[config.mk]
export PLATFORM = sky130hd
export DESIGN_NAME = button_debounce_autorepeat_flat
export DESIGN_NICKNAME = d
export VERILOG_FILES = /design/src/rtl/core/bda_pkg.sv /design/src/rtl/core/bda_stream_if.sv /design/src/rtl/core/button_debounce_autorepeat.sv /design/src/rtl/core/bda_button.sv /design/src/flat_wrapper.sv
export SDC_FILE = /design/constraint.sdc
export NUM_CORES = 1
export LEC_CHECK = 0
export BUFFER_PORTS_ARGS = -buffer_cell sky130_fd_sc_hd__buf_2
export CORE_ASPECT_RATIO = 1.1
export CORE_MARGIN = 2
export CORE_UTILIZATION = 30
export DETAILED_ROUTE_END_ITERATION = 12
export PLACE_DENSITY = 0.43
export SLEW_MARGIN = 40
export SYNTH_ARGS = -nofsm -noshare
export SYNTH_HDL_FRONTEND = slang
export SYNTH_HIERARCHICAL = 1
export SYNTH_SLANG_ARGS = --single-unit
[constraint.sdc]
create_clock -name i_clk -period 3.6 [get_ports i_clk]
set_input_delay 0.18 -clock i_clk [delete_from_list [all_inputs] [get_ports i_clk]]
set_output_delay 0.18 -clock i_clk [all_outputs]
set_load 0.01 [all_outputs]
[src/rtl/core/bda_pkg.sv]
// shared constants and types for the button debounce with auto-repeat block
// no dependencies

package bda_pkg;

    localparam int NUM_BUTTONS = 4;
    localparam int DELAY_W     = 16;

    localparam logic [DELAY_W-1:0] REPEAT_DELAY_RESET = DELAY_W'(500);

    // per-button controls handed from the top level to each button cell
    typedef struct packed {
        logic advance;
        logic pin;
        logic clr;
    } t_btn_ctrl;

endpackage

[src/rtl/core/bda_stream_if.sv]
// valid/ready stream interfaces for the tick input and the flag result
// width follows the button count, no package dependency

interface bda_in_if #(
    parameter int NUM_BUTTONS = 4
);
    logic                   valid;
    logic                   ready;
    logic [NUM_BUTTONS-1:0] pin_levels;
    logic [NUM_BUTTONS-1:0] clear_mask;

    modport source (output valid, output pin_levels, output clear_mask, input ready);
    modport sink   (input valid, input pin_levels, input clear_mask, output ready);
endinterface

interface bda_out_if #(
    parameter int NUM_BUTTONS = 4
);
    logic                   valid;
    logic                   ready;
    logic [NUM_BUTTONS-1:0] press_flags;

    modport source (output valid, output press_flags, input ready);
    modport sink   (input valid, input press_flags, output ready);
endinterface

[src/rtl/core/button_debounce_autorepeat.sv]
// top level of the button debounce with auto-repeat block
// uses bda_pkg, bda_in_if, bda_out_if and bda_button
//
// Each accepted request is one tick: a raw active-low level and a flag-clear bit per
// button. A button qualifies as pressed once three consecutive ticks agree; a press
// raises its sticky flag, and a held button raises it again every repeat_delay + 1
// ticks (every second tick when repeat_delay is zero or one).
// The block takes one tick per clock unless it stalls. A tick passes an input register
// and then a result register: its flags are loaded into the result register once that
// register is free or its result is taken. The output register decouples the two
// sides, and the input stalls only while a result is waiting and the input register is
// full. repeat_delay (reset 500) is written through i_cfg_we / i_cfg_data; the user
// must write it only while the block is idle, as the block does not enforce this.

module button_debounce_autorepeat #(
    parameter int NUM_BUTTONS = bda_pkg::NUM_BUTTONS
) (
    input  logic                        i_clk,
    input  logic                        i_rst_n,
    input  logic                        i_cfg_we,
    input  logic [bda_pkg::DELAY_W-1:0] i_cfg_data,
    bda_in_if.sink                      i_in,
    bda_out_if.source                   o_out
);

    logic [bda_pkg::DELAY_W-1:0] r_repeat_delay;
    logic                        r_in_valid, r_out_valid;
    logic [NUM_BUTTONS-1:0]      r_pins, r_clr, r_flags;
    logic [NUM_BUTTONS-1:0]      n_flags;
    logic                        advance;

    assign advance    = r_in_valid && (!r_out_valid || o_out.ready);
    assign i_in.ready = !r_in_valid || advance;

    always_ff @(posedge i_clk) begin
        if (!i_rst_n) begin
            r_repeat_delay <= bda_pkg::REPEAT_DELAY_RESET;
        end else if (i_cfg_we) begin
            r_repeat_delay <= i_cfg_data;
        end
    end

    always_ff @(posedge i_clk) begin
        if (!i_rst_n) begin
            r_in_valid  <= 1'b0;
            r_out_valid <= 1'b0;
        end else begin
            if (i_in.ready) begin
                r_in_valid <= i_in.valid;
            end
            if (advance) begin
                r_out_valid <= 1'b1;
            end else if (o_out.ready) begin
                r_out_valid <= 1'b0;
            end
        end
    end

    always_ff @(posedge i_clk) begin
        if (i_in.valid && i_in.ready) begin
            r_pins <= i_in.pin_levels;
            r_clr  <= i_in.clear_mask;
        end
        if (advance) begin
            r_flags <= n_flags;
        end
    end

    for (genvar b = 0; b < NUM_BUTTONS; b++) begin : g_btn
        bda_pkg::t_btn_ctrl ctrl;

        assign ctrl.advance = advance;
        assign ctrl.pin     = r_pins[b];
        assign ctrl.clr     = r_clr[b];

        bda_button u_button (
            .i_clk          (i_clk),
            .i_rst_n        (i_rst_n),
            .i_ctrl         (ctrl),
            .i_repeat_delay (r_repeat_delay),
            .o_flag_next    (n_flags[b])
        );
    end

    assign o_out.valid       = r_out_valid;
    assign o_out.press_flags = r_flags;

endmodule

[src/rtl/core/bda_button.sv]
// one button: three-sample shift, qualified level, hold countdown, sticky flag
// uses bda_pkg for the control struct and countdown width

module bda_button (
    input  logic                          i_clk,
    input  logic                          i_rst_n,
    input  bda_pkg::t_btn_ctrl            i_ctrl,
    input  logic [bda_pkg::DELAY_W-1:0]   i_repeat_delay,
    output logic                          o_flag_next
);

    logic                        r_newest, r_middle, r_qual, r_flag;
    logic [bda_pkg::DELAY_W-1:0] r_cnt;
    logic                        n_qual, n_flag;
    logic [bda_pkg::DELAY_W-1:0] n_cnt, cnt_dec;
    logic                        agree;

    // samples after the shift: pin is newest, r_newest middle, r_middle oldest
    assign agree   = (i_ctrl.pin == r_newest) && (r_newest == r_middle);
    assign cnt_dec = (r_cnt != '0) ? r_cnt - 1'b1 : r_cnt;

    always_comb begin
        n_qual = r_qual;
        n_cnt  = r_cnt;
        n_flag = r_flag & ~i_ctrl.clr;
        if (agree) begin
            if (r_middle != r_qual) begin
                n_qual = r_middle;
                if (!r_middle) begin
                    n_cnt  = i_repeat_delay;
                    n_flag = 1'b1;
                end
            end else begin
                n_cnt = cnt_dec;
                // countdown expired: release so a held button re-qualifies
                if (cnt_dec == '0) begin
                    n_qual = 1'b1;
                end
            end
        end
    end

    assign o_flag_next = n_flag;

    always_ff @(posedge i_clk) begin
        if (!i_rst_n) begin
            r_newest <= 1'b1;
            r_middle <= 1'b1;
            r_qual   <= 1'b1;
            r_cnt    <= '0;
            r_flag   <= 1'b0;
        end else if (i_ctrl.advance) begin
            r_newest <= i_ctrl.pin;
            r_middle <= r_newest;
            r_qual   <= n_qual;
            r_cnt    <= n_cnt;
            r_flag   <= n_flag;
        end
    end

endmodule

[src/flat_wrapper.sv]
// flat-port wrapper written by rule: the top's interface ports become plain ports
module button_debounce_autorepeat_flat 
#(
    parameter int NUM_BUTTONS = bda_pkg::NUM_BUTTONS
)
  (i_clk, i_rst_n, i_cfg_we, i_cfg_data, i_in_valid, i_in_pin_levels, i_in_clear_mask, i_in_ready, o_out_valid, o_out_press_flags, o_out_ready);
  bda_in_if #(.NUM_BUTTONS(NUM_BUTTONS)) i_in_i ();
  bda_out_if #(.NUM_BUTTONS(NUM_BUTTONS)) o_out_i ();
  input  logic i_clk;
  input  logic i_rst_n;
  input  logic i_cfg_we;
  input  logic [bda_pkg::DELAY_W-1:0] i_cfg_data;
  input wire logic [$bits(i_in_i.valid)-1:0] i_in_valid;
  input wire logic [$bits(i_in_i.pin_levels)-1:0] i_in_pin_levels;
  input wire logic [$bits(i_in_i.clear_mask)-1:0] i_in_clear_mask;
  output wire logic [$bits(i_in_i.ready)-1:0] i_in_ready;
  output wire logic [$bits(o_out_i.valid)-1:0] o_out_valid;
  output wire logic [$bits(o_out_i.press_flags)-1:0] o_out_press_flags;
  input wire logic [$bits(o_out_i.ready)-1:0] o_out_ready;
  assign i_in_i.valid = i_in_valid;
  assign i_in_i.pin_levels = i_in_pin_levels;
  assign i_in_i.clear_mask = i_in_clear_mask;
  assign i_in_ready = i_in_i.ready;
  assign o_out_valid = o_out_i.valid;
  assign o_out_press_flags = o_out_i.press_flags;
  assign o_out_i.ready = o_out_ready;
  button_debounce_autorepeat #(.NUM_BUTTONS(NUM_BUTTONS)) u_core (.i_clk(i_clk), .i_rst_n(i_rst_n), .i_cfg_we(i_cfg_we), .i_cfg_data(i_cfg_data), .i_in(i_in_i), .o_out(o_out_i));
endmodule
### Word-level counts from Yosys, hierarchy flattened

Index checks and enable logic that the tools add are counted.

| cells by class | value |
|---|---|
| mux-type cells | 34 |
| div/mod/pow operators | 0 |
| bitwise gates (word level) | 8 |
| reductions and logical operators | 31 |
| add/sub/neg operators | 4 |
| multipliers | 0 |
| equality and inequality tests | 16 |
| $lt $le $gt $ge | 0 |
| shift-type cells | 0 |

Operators by type and width:

| operator | count |
|---|---|
| 16-bit 2-to-1 mux | 12 |
| 16-bit zero test | 4 |
| 16-bit nonzero test | 4 |
| 16-bit by 1-bit subtractor with 16-bit output, second input constant | 4 |
| 3-bit AND reduction | 8 |
| 1-bit 2-to-1 mux | 22 |
| 2-bit nonzero test | 5 |
| 1-bit == test | 8 |
| 2-bit inequality test, second input constant | 4 |
| 1-bit logical AND | 6 |
| 1-bit bitwise AND | 4 |
| 1-bit inequality test | 4 |
| 1-bit inverter | 4 |
| 1-bit zero test | 2 |
| 1-bit logical OR | 2 |

| storage, ports and cells | value |
|---|---|
| memory bits (writable) | 0 |
| word-level logic and storage cells | 119 |
| flip-flop bits (word level) | 110 |
| bits in latches | 0 |
| output and inout bits | 6 |
| bits in read-only memories | 0 |
| memories | 0 |

### Depth between registers and ports, before layout

Gate-level depths: netlist of the first run.

| logic depth | value |
|---|---|
| word-level depth | 5 |
| depth in mapped cells | 10 |
| mapped depth without buffers | 9 |

### Modules after synthesis

Netlist of the first run, hierarchy kept.

By module, submodules not included:

| module | cells an instance | sequential area each (sq um) | area each (sq um) | instances |
|---|---|---|---|---|
| bda_button at u_core.g_btn[0].u_button ... | 208 | 400.4 | 1660.3 | 2 |
| bda_button at u_core.g_btn[3].u_button | 219 | 400.4 | 1577.8 | 1 |
| bda_button at u_core.g_btn[2].u_button | 206 | 400.4 | 1532.7 | 1 |
| button_debounce_autorepeat | 72 | 720.7 | 1046.0 | 1 |

### Worst setup path before layout of the first run

OpenSTA, ideal clock, no wires.

| path | value |
|---|---|
| path type | reg-to-reg |
| from | reg u_core.r_out_valid (netlist: u_core/o_out.valid) |
| to | reg u_core/g_btn[2].u_button/r_cnt[15] (netlist name) |
| cell stages (with the launch flop) | 9 |
| arrival | 3.142 ns |
| path slack | 0.398 ns |
| setup time | 0.059 ns |
| cells stage by stage | dfxtp_1 -> nor2b_1 -> nor2b_1 -> o21ai_0 -> or2_2 -> clkbuf_1 -> or3_1 -> mux2i_1 -> o31a_1 |

| between the ends | value |
|---|---|
| longest elaborated chain between the ends | 4 |

Ends and longest elaborated chain:

| element | line | RTL |
|---|---|---|
| start, declared | button_debounce_autorepeat.sv:27 | `logic r_in_valid, r_out_valid;` |
| start signal, assigned | button_debounce_autorepeat.sv:46 | `r_out_valid <= 1'b0;` |
| start signal, assigned | button_debounce_autorepeat.sv:52 | `r_out_valid <= 1'b1;` |
| start signal, assigned | button_debounce_autorepeat.sv:54 | `r_out_valid <= 1'b0;` |
| 1-bit zero test | button_debounce_autorepeat.sv:32 | `assign advance = r_in_valid && (!r_out_valid \|\| o_out.ready);` |
| 1-bit logical OR | button_debounce_autorepeat.sv:32 |  |
| 1-bit logical AND | button_debounce_autorepeat.sv:32 |  |
| named net u_core.advance | button_debounce_autorepeat.sv:30 | `logic advance;` |
| 3-bit AND reduction (no line) | - |  |
| end signal, assigned | bda_button.sv:56 | `r_cnt <= n_cnt;` |
| end, declared | bda_button.sv:13 | `logic [bda_pkg::DELAY_W-1:0] r_cnt;` |

The timed path passes the listed nets, and every way through them passes these cells.
A chain may end at the register's enable or synchronous reset.

### Worst setup path in the final report of the first run

| path | value |
|---|---|
| from | reg u_core/g_btn[1].u_button/r_cnt[0] (netlist name) |
| to | reg u_core.g_btn[1].u_button.r_qual |

| between the ends | value |
|---|---|
| longest elaborated chain between the ends | 5 |
| elaborated cells on any way between the ends | 6 |

Ends and longest elaborated chain:

| element | line | RTL |
|---|---|---|
| start, declared | bda_button.sv:13 |  |
| start signal, assigned | bda_button.sv:56 |  |
| 16-bit by 1-bit subtractor with 16-bit output or 16-bit nonzero test (tied branches) | bda_button.sv:20 | `assign cnt_dec = (r_cnt != '0) ? r_cnt - 1'b1 : r_cnt;` |
| 16-bit 2-to-1 mux * | bda_button.sv:20 |  |
| 16-bit zero test * | bda_button.sv:36 | `if (cnt_dec == '0) begin` |
| 2-bit nonzero test (no line) * | - |  |
| 3-bit AND reduction (no line) * | - |  |
| end signal, assigned | bda_button.sv:55 | `r_qual <= n_qual;` |
| end, declared | bda_button.sv:12 | `logic r_newest, r_middle, r_qual, r_flag;` |

Mark *: on every way between the ends. The rest lies on a longest branch, timed or not.

==> run metrics, run 1 <==
status=finished, final reports clean; clock power share=25.2%; Sum Neg Setup Slack=0 ns; clock root buffer=clkbuf_16; vias in the first global route=6664; post-synthesis average cell area=8.19 um^2; Crit Path Class=reg2reg; Layout area overhead=10.2%; ys async rst share=0%; Iteration-0 DRC Markers=534; Hold Fails Final Rpt=0; R2R depth=8; post-placement cell count=1216; Seq cells post-synth=110; antenna viol nets, final=0; DRT Wirelength=23200 um; RSZ-0062 raised after global routing=no; layout cells sized above 1=12.6%; CP max stage cell=and4_1; Cell Int Power=2.64 mW; Initial Util=30.6%; initial antenna violation count=0; via count=6866; Fin Hold WS=0.0321 ns; synthesized area=0.00748 mm^2; Die Wd=155 um; Top Ports=35; Seq pwr share=33.2%; global-route wire length before repair=37400 um; worst-margin pin slew=0.777 ns; final core utilization=33.7%; most frequent cells in the layout=dfxtp_1, nand2_1, a21oi_1; cts bufs inserted=9; CP Data Arrival Time=3.12 ns; worst hold stages=3; number of max-cap violations=0; DR pass1 iterations=5; hpwl dp=16400 um; EDFF count, synth=12; clk_lat worst skew=0.36 ns; Crit. End Element=flip-flop; CP max stage delay=0.60 ns; H-Tree Level Count=3; sw power=1.73 mW; Pleak=3.17 nW; Hold Crit Class=in2reg; final worst path period share=78.9%; die area=0.0262 mm^2; critical-path cell list=inv_1 -> ha_1 -> nor4b_2 -> and4_1 -> nor3_1 -> nand4b_1 -> or4b_1 -> a211oi_2; clk slew on worst S/H paths=0.08 ns; # setup viols final=0; Post-CTS Setup Inserts=0; Worst EP required=3.88 ns; DIE HEIGHT=170 um; Worst Setup Start Kind=flip-flop; Main synth FF type=dfxtp_1; Worst Setup SP=u_core/g_btn[1].u_button/r_cnt[0]; # clock sinks=110; headroom to the max-slew limit=48.0%; Worst VDD drop=267 uV; GRT Total Usage=18.0%; cts hold-fix bufs=6; Post-Syn Instances=913; Pins Over Slew Limit=0; grt total ovfl=0; largest net degree at the start of global routing=30; Post-Syn Nets=958; Net count, final=968; FF-to-FF Start=u_core/g_btn[1].u_button/r_cnt[0]; filler cell count=2589; clock skew=0.00821 ns; Pwr per Cell Area=530 mW/mm^2; GP Congestion=0.857; TritonCTS clock tree=yes; Port Buffers=34; register area share after synthesis=31.1%; CTS max path bufs=2; f_max=352 MHz; hold_sp=i_cfg_data[8]; CORE AREA=0.0245 mm^2; Avg WL per Cell=18.7 um; final worst path period need=2.84 ns; combinational group share of total power=41.6%; synth warn=6; ant diodes=0; switch share=39.6%; row cnt=60; DRC violation count after routing=0; Via density=5.55; final std cells w/o fill=1238; most common cell after layout, fill and taps aside=dfxtp_1; post-cts sizing count=0; Distinct cells, synth=84; CP Max Fanout=13
-- metal layers --
| layer | wire length (um) | global-route usage (%) |
|---|---|---|
| met1 | 11500 | 24.8 |
| met2 | 10700 | 29.7 |
| met3 | 552 | 1.71 |
| met4 | 479 | 5.96 |
| met5 | 0 | 0 |
-- power groups by stage --
stage                     Clock (mW)  Combinational, mW  Sequential (mW)
after floorplan                    0               1.47             1.41
after global placement             0               1.81             1.48
after detailed placement           0               1.79             1.48
after CTS                       1.15               1.80             1.45
after global routing            1.20               2.03             1.46
final                           1.10               1.82             1.45
-- worst paths after layout --
kind | end | slack (ns)
worst max-delay path | u_core/g_btn[1].u_button/r_qual | 0.76
worst min-delay path | u_core/r_repeat_delay[8] | 0.03
worst max register to register | u_core/g_btn[1].u_button/r_qual | 0.76
worst min register to register | u_core/g_btn[3].u_button/r_cnt[15] | 0.49
-- kinds of logic (layout without fill, tap and decap cells) --
family | Yosys count | count (layout) | synth area share (%)
AO/OA/AOI/OAI | 278 | 278 | 25.1
XOR/XNOR | 1 | 1 | 0.117
adder cells (fa/ha/maj) | 16 | 16 | 2.68
buffers and inverters | 94 | 109 | 6.07
flip-flops | 110 | 110 | 31.1
multiplexers | 37 | 37 | 4.99
AND/OR/NAND/NOR | 377 | 377 | 30.0
-- state kept, by name, indices dropped and copies added (netlist names) --
signal	flops
u_core/g_btn.u_button/r_cnt	64
u_core/r_repeat_delay	16
u_core/g_btn.u_button/r_flag	4
u_core/g_btn.u_button/r_middle	4
u_core/g_btn.u_button/r_newest	4
u_core/g_btn.u_button/r_qual	4
u_core/o_out.press_flags	4
u_core/r_clr	4
u_core/r_pins	4
u_core/o_out.valid	1
u_core/r_in_valid	1
-- per-stage QoR --
step	total power, mW	area (um^2)	setup slack (ns)
3_3_place_gp	3.29	7850	0.846
2_1_floorplan	2.88	7480	0.398
6_report	4.37	8240	0.759
4_1_cts	4.40	8230	0.794
3_5_place_dp	3.27	7850	0.795
5_1_grt	4.70	8240	0.492
-- worst max-delay path: cells and delay by family (launching register included) --
kind / cells / cell delay, ns
and+or+nand+nor: 5 / 1.90
DFF: 1 / 0.37
AOI/OAI and AO/OA: 1 / 0.18
adders and majority gates: 1 / 0.17
buffers and inverters: 1 / 0.14
-- synth_stat cells (all sizes together) (7+ instances only) --
library cell,instances,share of area [%]
and3,11,0.92
buf,17,1.9
nand4b,10,1.2
o21a,8,0.80
a211oi,12,1.3
nand4,17,1.4
o221a,10,1.5
edfxtp,12,4.8
or2,11,0.92
nor3,37,2.5
a31oi,15,1.3
or3,9,0.75
o21ai,71,4.9
or4,11,1.4
o22ai,9,0.75
o41ai,8,0.94
nor2,62,3.1
mux2i,35,4.7
nand2b,15,1.3
and2,17,1.4
a22oi,7,0.70
a21oi,67,4.5
nand3,21,1.7
nand3b,11,1.1
nor4,24,3.3
o211ai,8,0.80
ha,16,2.7
dfxtp,98,26
inv,34,1.7
nand2,68,3.4
nor2b,28,2.3
or4b,9,1.2
clkbuf,42,2.4
a21boi,10,1.0
o31ai,7,0.84
-- area by class of cell --
type	count	area [um^2]	area share [%]
repair buffers	58	365	4.44
clock buffers	10	250	3.04
inverters	35	131	1.60
clock inverters	6	73.8	0.896
flip-flops and latches	110	2320	28.2
multi-input cells	709	4710	57.1
well taps	310	388	4.71
Note: power is estimated with default switching activity, not from simulation.
==> run 2, diff against run 1 <==
--- a/config.mk
+++ b/config.mk
@@ -10,7 +10,7 @@
 export CORE_MARGIN = 2
 export CORE_UTILIZATION = 30
 export DETAILED_ROUTE_END_ITERATION = 12
-export PLACE_DENSITY = 0.43
+export PLACE_DENSITY = 0.44
 export SLEW_MARGIN = 40
 export SYNTH_ARGS = -nofsm -noshare
 export SYNTH_HDL_FRONTEND = slang
==> constraint.sdc (replaced) <==
create_clock -name i_clk -period 2.3 [get_ports i_clk]
set_input_delay 0.115 -clock i_clk [delete_from_list [all_inputs] [get_ports i_clk]]
set_output_delay 0.115 -clock i_clk [all_outputs]
set_load 0.01 [all_outputs]
==> run metrics, run 2 (synthesized netlist as in run 1, its figures left out) <==
H-Tree Level Count=3 (unchanged); cts bufs inserted=9 (unchanged); Hold Fails Final Rpt=0 (unchanged); Net count, final=1156 (was 968); filler cell count=2501 (was 2589); initial antenna violation count=0 (unchanged); DIE HEIGHT=170 um (unchanged); headroom to the max-slew limit=57.9% (was 48.0%); layout cells sized above 1=30.8% (was 12.6%); TritonCTS clock tree=yes (unchanged); DRC violation count after routing=0 (unchanged); total power=8.10 mW (was 4.37 mW); DRT Wirelength=25100 um (was 23200 um); Hold EP=u_core/r_repeat_delay[11] (was u_core/r_repeat_delay[8]); worst-margin pin slew=0.631 ns (was 0.777 ns); Iteration-0 DRC Markers=356 (was 534); DP Area=0.00921 mm^2 (was 0.00785 mm^2); clock skew=0.00881 ns (was 0.00821 ns); combinational group share of total power=53.3% (was 41.6%); Initial Util=30.6% (unchanged); RSZ-0062 raised after global routing=yes (was no); Worst VDD drop=416 uV (was 267 uV); sw power=3.08 mW (was 1.73 mW); R2R depth=7 (was 8); Seq pwr share=27.1% (was 33.2%); status=finished, violations left (was finished, final reports clean); most frequent cells in the layout=buf_4, dfxtp_1, nand2_1 (was dfxtp_1, nand2_1, a21oi_1); Pins Over Slew Limit=0 (unchanged); Register Area=0.00233 mm^2 (was 0.00232 mm^2); hold_sp=i_cfg_data[11] (was i_cfg_data[8]); most common cell after layout, fill and taps aside=buf_4 (was dfxtp_1); Hold Crit Class=in2reg (unchanged); post-route setup slack=-0.123 ns (was 0.759 ns); hpwl dp=18100 um (was 16400 um); max reg flops=64 (unchanged); CP Data Arrival Time=2.71 ns (was 3.12 ns); Pwr per Cell Area=812 mW/mm^2 (was 530 mW/mm^2); Top Ports=35 (unchanged); FF-to-FF Start=u_core/g_btn[1].u_button/r_cnt[1] (was u_core/g_btn[1].u_button/r_cnt[0]); number of max-cap violations=0 (unchanged); clock root buffer=clkbuf_16 (unchanged); Most Frequent Cell on Critical Path=a211oi_2; clk slew on worst S/H paths=0.09 ns (was 0.08 ns); Layout area overhead=33.5% (was 10.2%); Crit. End Element=flip-flop (unchanged); CP max stage delay=0.51 ns (was 0.60 ns); die area=0.0262 mm^2 (unchanged); CORE AREA=0.0245 mm^2 (unchanged); row cnt=60 (unchanged); Sum Neg Setup Slack=-0.208 ns (was 0 ns); clock power share=19.7% (was 25.2%); Via density=5.25 (was 5.55); largest reg by FF count=u_core/g_btn.u_button/r_cnt (unchanged); # clock sinks=110 (unchanged); final std cells w/o fill=1426 (was 1238); Port Buffers=34 (unchanged); GRT Total Usage=19.5% (was 18.0%); critical-path cell list=buf_4 -> or3_1 -> a2111o_1 -> a211oi_2 -> nand4b_1 -> or4b_4 -> a211oi_2 (was inv_1 -> ha_1 -> nor4b_2 -> and4_1 -> nor3_1 -> nand4b_1 -> or4b_1 -> a211oi_2); post-placement cell count=1386 (was 1216); final worst path period need=2.42 ns (was 2.84 ns); DR pass1 iterations=4 (was 5); vias in the first global route=7332 (was 6664); ant diodes=0 (unchanged); largest net degree at the start of global routing=44 (was 30); Avg WL per Cell=17.6 um (was 18.7 um); multi-input combinational cell area=0.00498 mm^2 (was 0.00471 mm^2); Worst EP required=2.59 ns (was 3.88 ns); Crit Path Class=reg2reg (unchanged); global-route wire length before repair=40500 um (was 37400 um); grt total ovfl=0 (unchanged); Worst Setup Start Kind=flip-flop (unchanged); switch share=37.9% (was 39.6%); CP max stage cell=or4b_4 (was and4_1); Die Wd=155 um (unchanged); top flop regs=u_core/g_btn.u_button/r_cnt (64), u_core/r_repeat_delay (16) (unchanged); Cell Int Power=5.03 mW (was 2.64 mW); Final Instance Area=0.00998 mm^2 (was 0.00824 mm^2); via count=7480 (was 6866); failing checks=negative setup slack; # setup viols final=3 (was 0); clk_lat worst skew=0.36 ns (about the same); CP Max Fanout=4 (was 13); antenna viol nets, final=0 (unchanged); final worst path period share=105% (was 78.9%); f_max=413 MHz (was 352 MHz); worst hold stages=3 (unchanged); flop-to-flop setup slack=-0.12 ns (was 0.76 ns); Pleak=4.17 nW (was 3.17 nW); CTS max path bufs=2 (unchanged); GP Congestion=0.829 (was 0.857); reg2reg end=u_core/g_btn[1].u_button/r_qual (unchanged)
==> run 2: cell types whose count changed in the layout (fill, tap and decap cells not counted), moves of 7 or more <==
cell,previous run,this run
dfxtp_1,98,90
dfxtp_2,0,7
dlygate4sd3_1,6,14
buf_4,18,190
==> run 2: what timing repair did <==
item,4_1_cts,5_1_grt
hold endpoints to repair,14,0
gates resized for setup,19,39
setup endpoints to repair,6,20
hold buffers,14,0
setup buffers,4,6
pin swaps,10,13
==> run 2: power groups by stage <==
stage,clock [mW],sequential [mW],combinational (mW)
2_1_floorplan,0,2.21,2.33
3_3_place_gp,0,2.23,3.97
3_5_place_dp,0,2.23,3.95
4_1_cts,1.66,2.19,4.10
5_1_grt,1.71,2.21,4.75
6_report,1.59,2.19,4.32
==> run 2: final cells by class <==
cell class,instances,share of cell area (%)
clock buffers,9,2.26
clock inverters,7,0.614
inverters,35,1.32
multi-input cells,709,49.9
flip-flops and latches,110,23.4
well taps,310,3.89
repair buffers,246,18.7
==> run 2: through the flow <==
step / hold slack, ns / utilization, % / worst slack (ns)
6_report: 0.00994 / 40.8 / -0.123
5_1_grt: 0.0158 / 40.8 / -0.200
4_1_cts: 0.00335 / 39.9 / -0.123
3_5_place_dp: 0.293 / 37.6 / -0.199
3_3_place_gp: 0.292 / 37.6 / -0.148
2_1_floorplan: 0.177 / - / -0.0483
==> run 2: worst max-delay path, delay by kind of cell (launching register included) <==
kind	cells	cell delay (ns)
simple gates	3	1.01
buf+inv	1	0.14
compound gates	3	0.85
flops	1	0.34
==> run 2: worst max path at each step <==
stage / startpoint / end / slack (ns)
after floorplan: u_core/g_btn[1].u_button/r_cnt[3] / u_core/g_btn[1].u_button/r_qual / -0.05
after CTS: u_core/g_btn[1].u_button/r_cnt[2] / u_core/g_btn[1].u_button/r_qual / -0.12
after global routing: u_core/g_btn[1].u_button/r_cnt[2] / u_core/g_btn[1].u_button/r_qual / -0.20
after global placement: u_core/g_btn[1].u_button/r_cnt[1] / u_core/g_btn[1].u_button/r_qual / -0.15
after detailed placement: u_core/g_btn[0].u_button/r_cnt[0] / u_core/g_btn[0].u_button/r_qual / -0.20
final: u_core/g_btn[1].u_button/r_cnt[1] / u_core/g_btn[1].u_button/r_qual / -0.12
==> run 2: layer usage <==
layer / wire [um] / GRT usage (%) / vias to the layer above / part of all wire (%)
met3: 594 / 2.20 / 17 / 2.4
met5: 0 / 0 / - / 0
met1: 12500 / 26.8 / 3518 / 50
li1: - / - / 3832 / -
met2: 11600 / 32.5 / 113 / 46
met4: 368 / 4.67 / 0 / 1.5
